===== config.mk =====
export PLATFORM = sky130hd
export DESIGN_NAME = integer_to_ascii_digits_top
export DESIGN_NICKNAME = d
export VERILOG_FILES = /design/src/rtl/itoa_pkg.sv /design/src/rtl/itoa_conv.sv /design/src/rtl/itoa_ser.sv /design/src/rtl/integer_to_ascii_digits_top.sv
export SDC_FILE = /design/constraint.sdc
export NUM_CORES = 1
export LEC_CHECK = 0
export ABC_AREA = 1
export BUFFER_PORTS_ARGS = -buffer_cell sky130_fd_sc_hd__buf_4
export CAP_MARGIN = 30
export CORE_MARGIN = 2
export CORE_UTILIZATION = 53
export DETAILED_ROUTE_END_ITERATION = 10
export HOLD_SLACK_MARGIN = 0.06
export PLACE_DENSITY = 0.69
export SYNTH_ARGS = -nofsm -noshare
export SYNTH_HDL_FRONTEND = slang
export SYNTH_SLANG_ARGS = --single-unit

===== constraint.sdc =====
create_clock -name clock -period 20.5 [get_ports clock]
set_input_delay 1.025 -clock clock [delete_from_list [all_inputs] [get_ports clock]]
set_output_delay 1.025 -clock clock [all_outputs]
set_load 0.01 [all_outputs]

===== src/rtl/itoa_pkg.sv =====
// ----------------------------------------------------------------------------
// itoa_pkg
// Shared types, constants and helper functions for the integer to ASCII
// converter: digit widths, pipeline structure and character encoding.
// ----------------------------------------------------------------------------
package itoa_pkg;

   localparam int BIN_W         = 32;
   localparam int DIGIT_W       = 4;
   localparam int NUM_DIGITS    = 10;
   localparam int BCD_W         = NUM_DIGITS * DIGIT_W;
   localparam int DD_STAGES     = 8;
   localparam int STEPS_PER_STG = BIN_W / DD_STAGES;
   localparam int LEN_W         = 4;

   localparam logic [7:0] CHAR_ZERO  = 8'h30;
   localparam logic [7:0] CHAR_A     = 8'h61;
   localparam logic [7:0] CHAR_MINUS = 8'h2d;
   localparam logic [7:0] DEC_RADIX  = 8'd10;

   localparam logic MODE_DEC = 1'b0;
   localparam logic MODE_HEX = 1'b1;

   typedef struct packed {
      logic               neg;
      logic               hex;
      logic [BCD_W-1:0]   bcd;
      logic [BIN_W-1:0]   bin;
   } dd_type;

   typedef struct packed {
      logic               neg;
      logic [BCD_W-1:0]   digits;
      logic [LEN_W-1:0]   len;
   } conv_type;

   // one shift-add-3 step; hex mode shifts the raw bits through unchanged
   function automatic dd_type dd_step(input dd_type cur);
      dd_type nxt;
      logic [DIGIT_W-1:0] dig;
      nxt = cur;
      for (int i = 0; i < NUM_DIGITS; i++) begin
         dig = cur.bcd[i*DIGIT_W +: DIGIT_W];
         if (!cur.hex && dig >= 4'd5) begin
            nxt.bcd[i*DIGIT_W +: DIGIT_W] = dig + 4'd3;
         end
      end
      {nxt.bcd, nxt.bin} = {nxt.bcd[BCD_W-2:0], nxt.bin, 1'b0};
      return nxt;
   endfunction

   // significant digit count, at least one
   function automatic logic [LEN_W-1:0] digit_len(input logic [BCD_W-1:0] digits);
      logic [LEN_W-1:0] len;
      len = LEN_W'(1);
      for (int i = 0; i < NUM_DIGITS; i++) begin
         if (digits[i*DIGIT_W +: DIGIT_W] != '0) begin
            len = LEN_W'(i + 1);
         end
      end
      return len;
   endfunction

   function automatic logic [7:0] nib2char(input logic [DIGIT_W-1:0] dig);
      logic [7:0] code;
      if ({4'b0, dig} < DEC_RADIX) begin
         code = CHAR_ZERO + {4'b0, dig};
      end else begin
         code = CHAR_A + {4'b0, dig} - DEC_RADIX;
      end
      return code;
   endfunction

endpackage


===== src/rtl/itoa_conv.sv =====
// ----------------------------------------------------------------------------
// itoa_conv
// Elastic conversion pipeline: sign and magnitude stage, eight binary to BCD
// stages of four steps each, and a digit count stage.
// ----------------------------------------------------------------------------
module itoa_conv (
   input  logic                    clock,
   input  logic                    reset,
   input  logic                    in_valid,
   output logic                    in_ready,
   input  logic [31:0]             in_value,
   input  logic                    in_mode,
   output logic                    out_valid,
   input  logic                    out_ready,
   output itoa_pkg::conv_type      out_data
);

   localparam int LAST = itoa_pkg::DD_STAGES;

   itoa_pkg::dd_type   stage_ff [0:LAST];
   itoa_pkg::dd_type   stage_in [0:LAST];
   logic               valid_ff [0:LAST];
   logic               valid_in [0:LAST];
   logic [LAST+1:0]    rdy;
   itoa_pkg::conv_type fin_ff;
   logic               fin_valid_ff;
   logic               entry_neg;

   assign rdy[LAST+1] = !fin_valid_ff || out_ready;
   assign in_ready    = rdy[0];
   assign out_valid   = fin_valid_ff;
   assign out_data    = fin_ff;

   assign entry_neg   = (in_mode == itoa_pkg::MODE_DEC) && in_value[31];
   assign valid_in[0] = in_valid;

   always_comb begin
      stage_in[0].neg = entry_neg;
      stage_in[0].hex = in_mode;
      stage_in[0].bcd = '0;
      stage_in[0].bin = entry_neg ? (~in_value + 32'd1) : in_value;
   end

   generate
      for (genvar s = 0; s <= LAST; s++) begin : g_stage
         assign rdy[s] = !valid_ff[s] || rdy[s+1];

         if (s > 0) begin : g_dd
            assign valid_in[s] = valid_ff[s-1];

            always_comb begin
               itoa_pkg::dd_type t;
               t = stage_ff[s-1];
               for (int k = 0; k < itoa_pkg::STEPS_PER_STG; k++) begin
                  t = itoa_pkg::dd_step(t);
               end
               stage_in[s] = t;
            end
         end

         always_ff @(posedge clock) begin
            if (reset) begin
               valid_ff[s] <= 1'b0;
            end else if (rdy[s]) begin
               valid_ff[s] <= valid_in[s];
            end
         end

         always_ff @(posedge clock) begin
            if (rdy[s]) begin
               stage_ff[s] <= stage_in[s];
            end
         end
      end
   endgenerate

   always_ff @(posedge clock) begin
      if (reset) begin
         fin_valid_ff <= 1'b0;
      end else if (rdy[LAST+1]) begin
         fin_valid_ff <= valid_ff[LAST];
      end
   end

   always_ff @(posedge clock) begin
      if (rdy[LAST+1]) begin
         fin_ff.neg    <= stage_ff[LAST].neg;
         fin_ff.digits <= stage_ff[LAST].bcd;
         fin_ff.len    <= itoa_pkg::digit_len(stage_ff[LAST].bcd);
      end
   end

endmodule


===== src/rtl/itoa_ser.sv =====
// ----------------------------------------------------------------------------
// itoa_ser
// Character serializer: emits the optional minus and the significant digits,
// most significant first, one per cycle from a registered output.
// ----------------------------------------------------------------------------
module itoa_ser (
   input  logic                clock,
   input  logic                reset,
   input  logic                in_valid,
   output logic                in_ready,
   input  itoa_pkg::conv_type  in_data,
   output logic                rsp_strobe,
   output logic [7:0]          rsp_char_out,
   output logic                rsp_last
);

   logic [itoa_pkg::BCD_W-1:0] digits_ff, digits_in;
   logic [itoa_pkg::LEN_W-1:0] idx_ff, idx_in;
   logic                       active_ff, active_in;
   logic                       sign_ff, sign_in;
   logic                       strobe_ff, strobe_in;
   logic [7:0]                 char_ff, char_in;
   logic                       last_ff, last_in;
   logic                       final_char;
   logic                       load;

   assign final_char = active_ff && !sign_ff && (idx_ff == '0);
   assign in_ready   = !active_ff || final_char;
   assign load       = in_valid && in_ready;

   always_comb begin
      digits_in = digits_ff;
      idx_in    = idx_ff;
      active_in = active_ff;
      sign_in   = sign_ff;
      strobe_in = active_ff;
      char_in   = char_ff;
      last_in   = 1'b0;
      if (active_ff) begin
         if (sign_ff) begin
            char_in = itoa_pkg::CHAR_MINUS;
            sign_in = 1'b0;
         end else begin
            char_in = itoa_pkg::nib2char(digits_ff[idx_ff*itoa_pkg::DIGIT_W +: itoa_pkg::DIGIT_W]);
            last_in = final_char;
            idx_in  = idx_ff - 1'b1;
            if (final_char) begin
               active_in = 1'b0;
            end
         end
      end
      if (load) begin
         digits_in = in_data.digits;
         idx_in    = in_data.len - 1'b1;
         sign_in   = in_data.neg;
         active_in = 1'b1;
      end
   end

   always_ff @(posedge clock) begin
      if (reset) begin
         active_ff <= 1'b0;
         strobe_ff <= 1'b0;
         sign_ff   <= 1'b0;
      end else begin
         active_ff <= active_in;
         strobe_ff <= strobe_in;
         sign_ff   <= sign_in;
      end
   end

   always_ff @(posedge clock) begin
      digits_ff <= digits_in;
      idx_ff    <= idx_in;
      char_ff   <= char_in;
      last_ff   <= last_in;
   end

   assign rsp_strobe   = strobe_ff;
   assign rsp_char_out = char_ff;
   assign rsp_last     = strobe_ff && last_ff;

   a_minus_not_last: assert property (@(posedge clock) disable iff (reset)
      (rsp_strobe && rsp_char_out == itoa_pkg::CHAR_MINUS) |-> !rsp_last)
      else $error("minus marked as last character");

   a_run_contiguous: assert property (@(posedge clock) disable iff (reset)
      (rsp_strobe && !rsp_last) |=> rsp_strobe)
      else $error("gap inside a character run");

   a_no_load_mid_run: assert property (@(posedge clock) disable iff (reset)
      (load && active_ff) |-> final_char)
      else $error("new request loaded before run ended");

   a_idle_quiet: assert property (@(posedge clock) disable iff (reset)
      (!active_ff && !$past(active_ff)) |-> !rsp_strobe)
      else $error("strobe while idle");

endmodule


===== src/rtl/integer_to_ascii_digits_top.sv =====
// ----------------------------------------------------------------------------
// integer_to_ascii_digits_top
// Converts a 32-bit integer to ASCII characters, signed decimal or unsigned
// lowercase hexadecimal, one character per cycle.
// ----------------------------------------------------------------------------
// Usage:
//   Request channel: drive req_value and req_mode with start high; the
//   request is taken at a clock edge where start is high and busy is low.
//   Response channel: one character per cycle on rsp_char_out with
//   rsp_strobe high, most significant first; rsp_last marks the final
//   character. Decimal negatives start with '-'. Zero prints "0".
//   A request passes the sign, binary to BCD and digit count stages and
//   the serializer's state and output registers. Each item has 1 to 11
//   characters, emitted by the single output serializer; the ten-deep
//   conversion pipeline in front of it holds further requests, so
//   consecutive runs follow without gaps while requests keep arriving.
//   busy rises when the pipeline is full behind a running serializer.
//   Reset (synchronous) empties the pipeline and the serializer.
//   The receiver cannot stall: each character is valid for one cycle only.
// ----------------------------------------------------------------------------
module integer_to_ascii_digits_top (
   input  logic               clock,
   input  logic               reset,
   input  logic               start,
   output logic               busy,
   input  logic signed [31:0] req_value,
   input  logic               req_mode,
   output logic               rsp_strobe,
   output logic [7:0]         rsp_char_out,
   output logic               rsp_last
);

   logic               conv_ready;
   logic               conv_valid;
   logic               ser_ready;
   itoa_pkg::conv_type conv_data;

   assign busy = !conv_ready;

   itoa_conv u_conv (
      .clock     (clock),
      .reset     (reset),
      .in_valid  (start),
      .in_ready  (conv_ready),
      .in_value  ($unsigned(req_value)),
      .in_mode   (req_mode),
      .out_valid (conv_valid),
      .out_ready (ser_ready),
      .out_data  (conv_data)
   );

   itoa_ser u_ser (
      .clock        (clock),
      .reset        (reset),
      .in_valid     (conv_valid),
      .in_ready     (ser_ready),
      .in_data      (conv_data),
      .rsp_strobe   (rsp_strobe),
      .rsp_char_out (rsp_char_out),
      .rsp_last     (rsp_last)
   );

endmodule

==> summary.txt <==
Outcome -> finished, final reports clean
Final Hold Vio Count -> 0
Syn nets -> 4645
RSZ-0062 raised after global routing -> no
Layout Nets -> 4694
Die height -> 256.9 µm
First-pass GRT wire length -> 111000 µm
Clock tree buffer depth -> 3
Antenna cells -> 0
CP required -> 19.48 ns
Root Driver -> clkbuf_16
Resize count post-CTS -> 0
Setup crit start kind -> register
Delay-heaviest family, CP -> buffers and inverters
Number of H-tree levels -> 2
CP max-delay cell -> nand2_2
# hold bufs at CTS -> 0
Max-slew violation count -> 0
Share of layout cells above drive strength 1 -> 11.11%
DP Worst Slack -> 13.68 ns
Worst Hold Class -> reg -> reg
Post-DP HPWL -> 48480 µm
Final setup vio count -> 0
Post-synthesis sequential area ratio -> 40.24%
Max incr delay on CP -> 0.71 ns
Die W -> 256.9 µm
CP Class -> reg -> out
Area delta synth->final -> 8.318%
Max_slew headroom -> 35.67%
CTS tree -> built
Setup_tns -> 0 ns
Routed len/inst -> 12.13 µm
Most used cell along the critical path -> nand2_2
Dpl cells -> 5261
R2R Setup Slk -> 15.02 ns
Non-filler cells, final -> 5354
Remaining antenna violation count -> 0
Part of the cycle the worst path needs -> 33.25%
Vias in the first global route -> 24730
CP Max Fanout -> 44
#FFs+latches synth -> 456
Hold WS -> 0.4142 ns
Vias -> 26740
Critical Path AT -> 5.79 ns
Worst vdd ir -> 0.1354 mV
Setup bufs post-CTS -> 0
Initial Util -> 53.65%
F_max -> 146.7 MHz
CTS buffer count -> 50
GRT Total Usage -> 19.79%
Synth unique cells -> 65
# DRC -> 0
IO Pins -> 47
Mean number of vias per cell -> 4.993
Syn Area/Cell -> 7.673 µm²
Largest net degree at the start of global routing -> 80
Cell count after synthesis -> 4419
Critical path cell sequence -> nor4_2 -> nor2_2 -> inv_1 -> nor2_1 -> nand2_2 -> buf_12 -> inv_1 -> nand2_2 -> buf_4 -> inv_2 -> nand2_2 -> buf_4 -> nor2_2 -> nand2_2 -> buf_12 -> nor2_2 -> nand2_2 -> nor2_2 -> nand2_1 -> buf_4 -> inv_1 -> buf_4
Cell area after synthesis -> 33910 µm²
Die ar. -> 66010 µm²
FFs w/ async S/R, synth -> 0%
DRT Wirelength -> 64940 µm
Row count -> 92
Worst slew pin tran -> 0.9615 ns
Post-synth EDFFs -> 451
Setup Skew -> 0.02238 ns
Clock transition at path regs -> 0.06 ns
Area of the core -> 63200 µm²
Clk_lat worst skew -> 0.61 ns
Max cap viols -> 0
Power Density -> 177.7 nW/µm²
Lkg Pwr -> 18.70 nW
Setup ws final -> 13.68 ns
Syn. warnings -> 0
RePlAce Congestion -> 0.8282
WP buf/inv -> 10
Top_reg_cell synth -> edfxtp_1
Port-buffer cells -> 45
Total clock sinks -> 456
Final worst path period need -> 6.816 ns
DRT iter0 DRCs -> 1446
Fin util -> 58.11%
Initial antenna violation count -> 0
Grt ovf -> 0
Drt first pass iters -> 6
Setup crit end kind -> output pin
-- cell type report --
cell class                 instances  area (µm²)
fill                            5712       26470
sequential                       456       13640
clock inverter                    34       381.6
clock buffer                      58        1281
timing repair buffer              63       498.0
multi-input combinational       3175       17140
tap                              846        1059
inverter                         722        2728
-- registers in the layout (all words and copies together), names as in the netlist --
register            flops
u_conv.out_data        45
u_ser.last_ff           1
u_ser.digits_ff        40
u_ser.sign_ff           1
u_ser.idx_ff            4
u_conv.out_valid        1
u_ser.active_ff         1
u_ser.rsp_strobe        1
u_conv.valid_ff         9
u_conv.stage_ff       346
u_ser.rsp_char_out      7
-- cells in the final DEF (no fill, tap or decap), drive strengths merged, types with 16 or more instances in the layout --
master	instances
a21oi	74
or2	16
nand3b	31
edfxtp	451
xor2	125
nand2	1632
o21ai	168
nand4	55
ha	190
clkinv	21
xnor2	36
clkbuf	58
nand3	484
inv	725
nor3	18
buf	63
nor2	245
a31oi	25
-- stage by stage --
stage	area, µm²	total power [mW]
after global routing	36730	7.319
after global placement	35020	5.561
after CTS	36710	6.584
after floorplan	33910	4.893
after detailed placement	35040	5.642
final	36730	6.526
-- logic make-up (layout without fill, tap and decap cells) --
family          after synthesis  count (layout)  synth area share, %
simple gates               2508            2508                33.22
fa+ha+maj                   190             190                7.012
other cells                   2               2              0.02215
mux                           1               1              0.03321
compound gates              313             313                5.635
xor+xnor                    161             161                4.580
buf+inv                     788             877                9.259
flops                       456             456                40.24
-- worst paths after layout --
kind / startpoint / to / cells past startpoint
worst max-delay path: u_ser.idx_ff[0]$_DFFE_PP_ / busy / 22
worst min-delay path: u_conv.stage_ff[0][24]$_DFFE_PN_ / u_conv.stage_ff[1][28]$_DFFE_PP_ / 0
worst max register to register: u_ser.idx_ff[0]$_DFFE_PP_ / u_conv.stage_ff[1][18]$_DFFE_PP_ / 20
worst min register to register: u_conv.stage_ff[0][24]$_DFFE_PN_ / u_conv.stage_ff[1][28]$_DFFE_PP_ / 0
-- where the power goes --
group          internal, mW  switching (mW)  total [mW]  leakage [nW]
combinational          1.39            2.64        4.03          13.0
sequential             1.44           0.149        1.59          4.87
clock                 0.528           0.378       0.906         0.800
-- synthesized netlist by cell type (6+ instances only) --
| library cell | instances | area share (%) |
|---|---|---|
| nor2_1 | 215 | 2.4 |
| a21oi_2 | 7 | 0.18 |
| buf_6 | 11 | 0.37 |
| xor2_1 | 111 | 2.9 |
| o21ai_2 | 30 | 0.77 |
| nand2_1 | 1472 | 16 |
| nor2_2 | 27 | 0.50 |
| edfxtp_1 | 451 | 40 |
| nand4_1 | 54 | 1.0 |
| nor3_1 | 14 | 0.21 |
| nand3_2 | 54 | 1.6 |
| buf_2 | 19 | 0.28 |
| o21ai_1 | 47 | 0.69 |
| nand3b_1 | 30 | 0.66 |
| xnor2_1 | 34 | 0.88 |
| nor4_1 | 11 | 0.20 |
| inv_1 | 687 | 7.6 |
| o221ai_1 | 6 | 0.15 |
| buf_4 | 11 | 0.24 |
| or2_2 | 12 | 0.22 |
| nand2_2 | 155 | 2.9 |
| a21oi_1 | 67 | 0.99 |
| nand3_1 | 429 | 6.3 |
| o21ai_0 | 87 | 1.3 |
| o31ai_1 | 7 | 0.15 |
| xor2_2 | 12 | 0.58 |
| a31oi_1 | 25 | 0.46 |
| clkbuf_1 | 19 | 0.21 |
| and2_1 | 12 | 0.22 |
| inv_2 | 29 | 0.32 |
| ha_1 | 190 | 7.0 |
-- worst register-to-register path: stages, from the launching register on --
cell	delay, ns
edfxtp_1	0.67
nor4_2	0.43
nor2_2	0.09
inv_1	0.08
nor2_1	0.07
nand2_2	0.14
buf_12	0.25
inv_1	0.11
nand2_2	0.06
buf_4	0.49
inv_2	0.11
nand2_2	0.08
buf_4	0.50
nor2_2	0.11
nand2_2	0.12
buf_12	0.23
nor2_2	0.08
nand2_2	0.71
nor2_2	0.10
inv_1	0.29
buf_4	0.41
-- per-layer routing --
layer	up-vias	part of all wire (%)	global-route usage [%]
li1	14350	-	-
met3	75	2.6	2.108
met1	12020	47	25.32
met5	-	0	0
met2	291	49	35.71
met4	0	1.9	4.974
(Power assumes the default switching activity.)
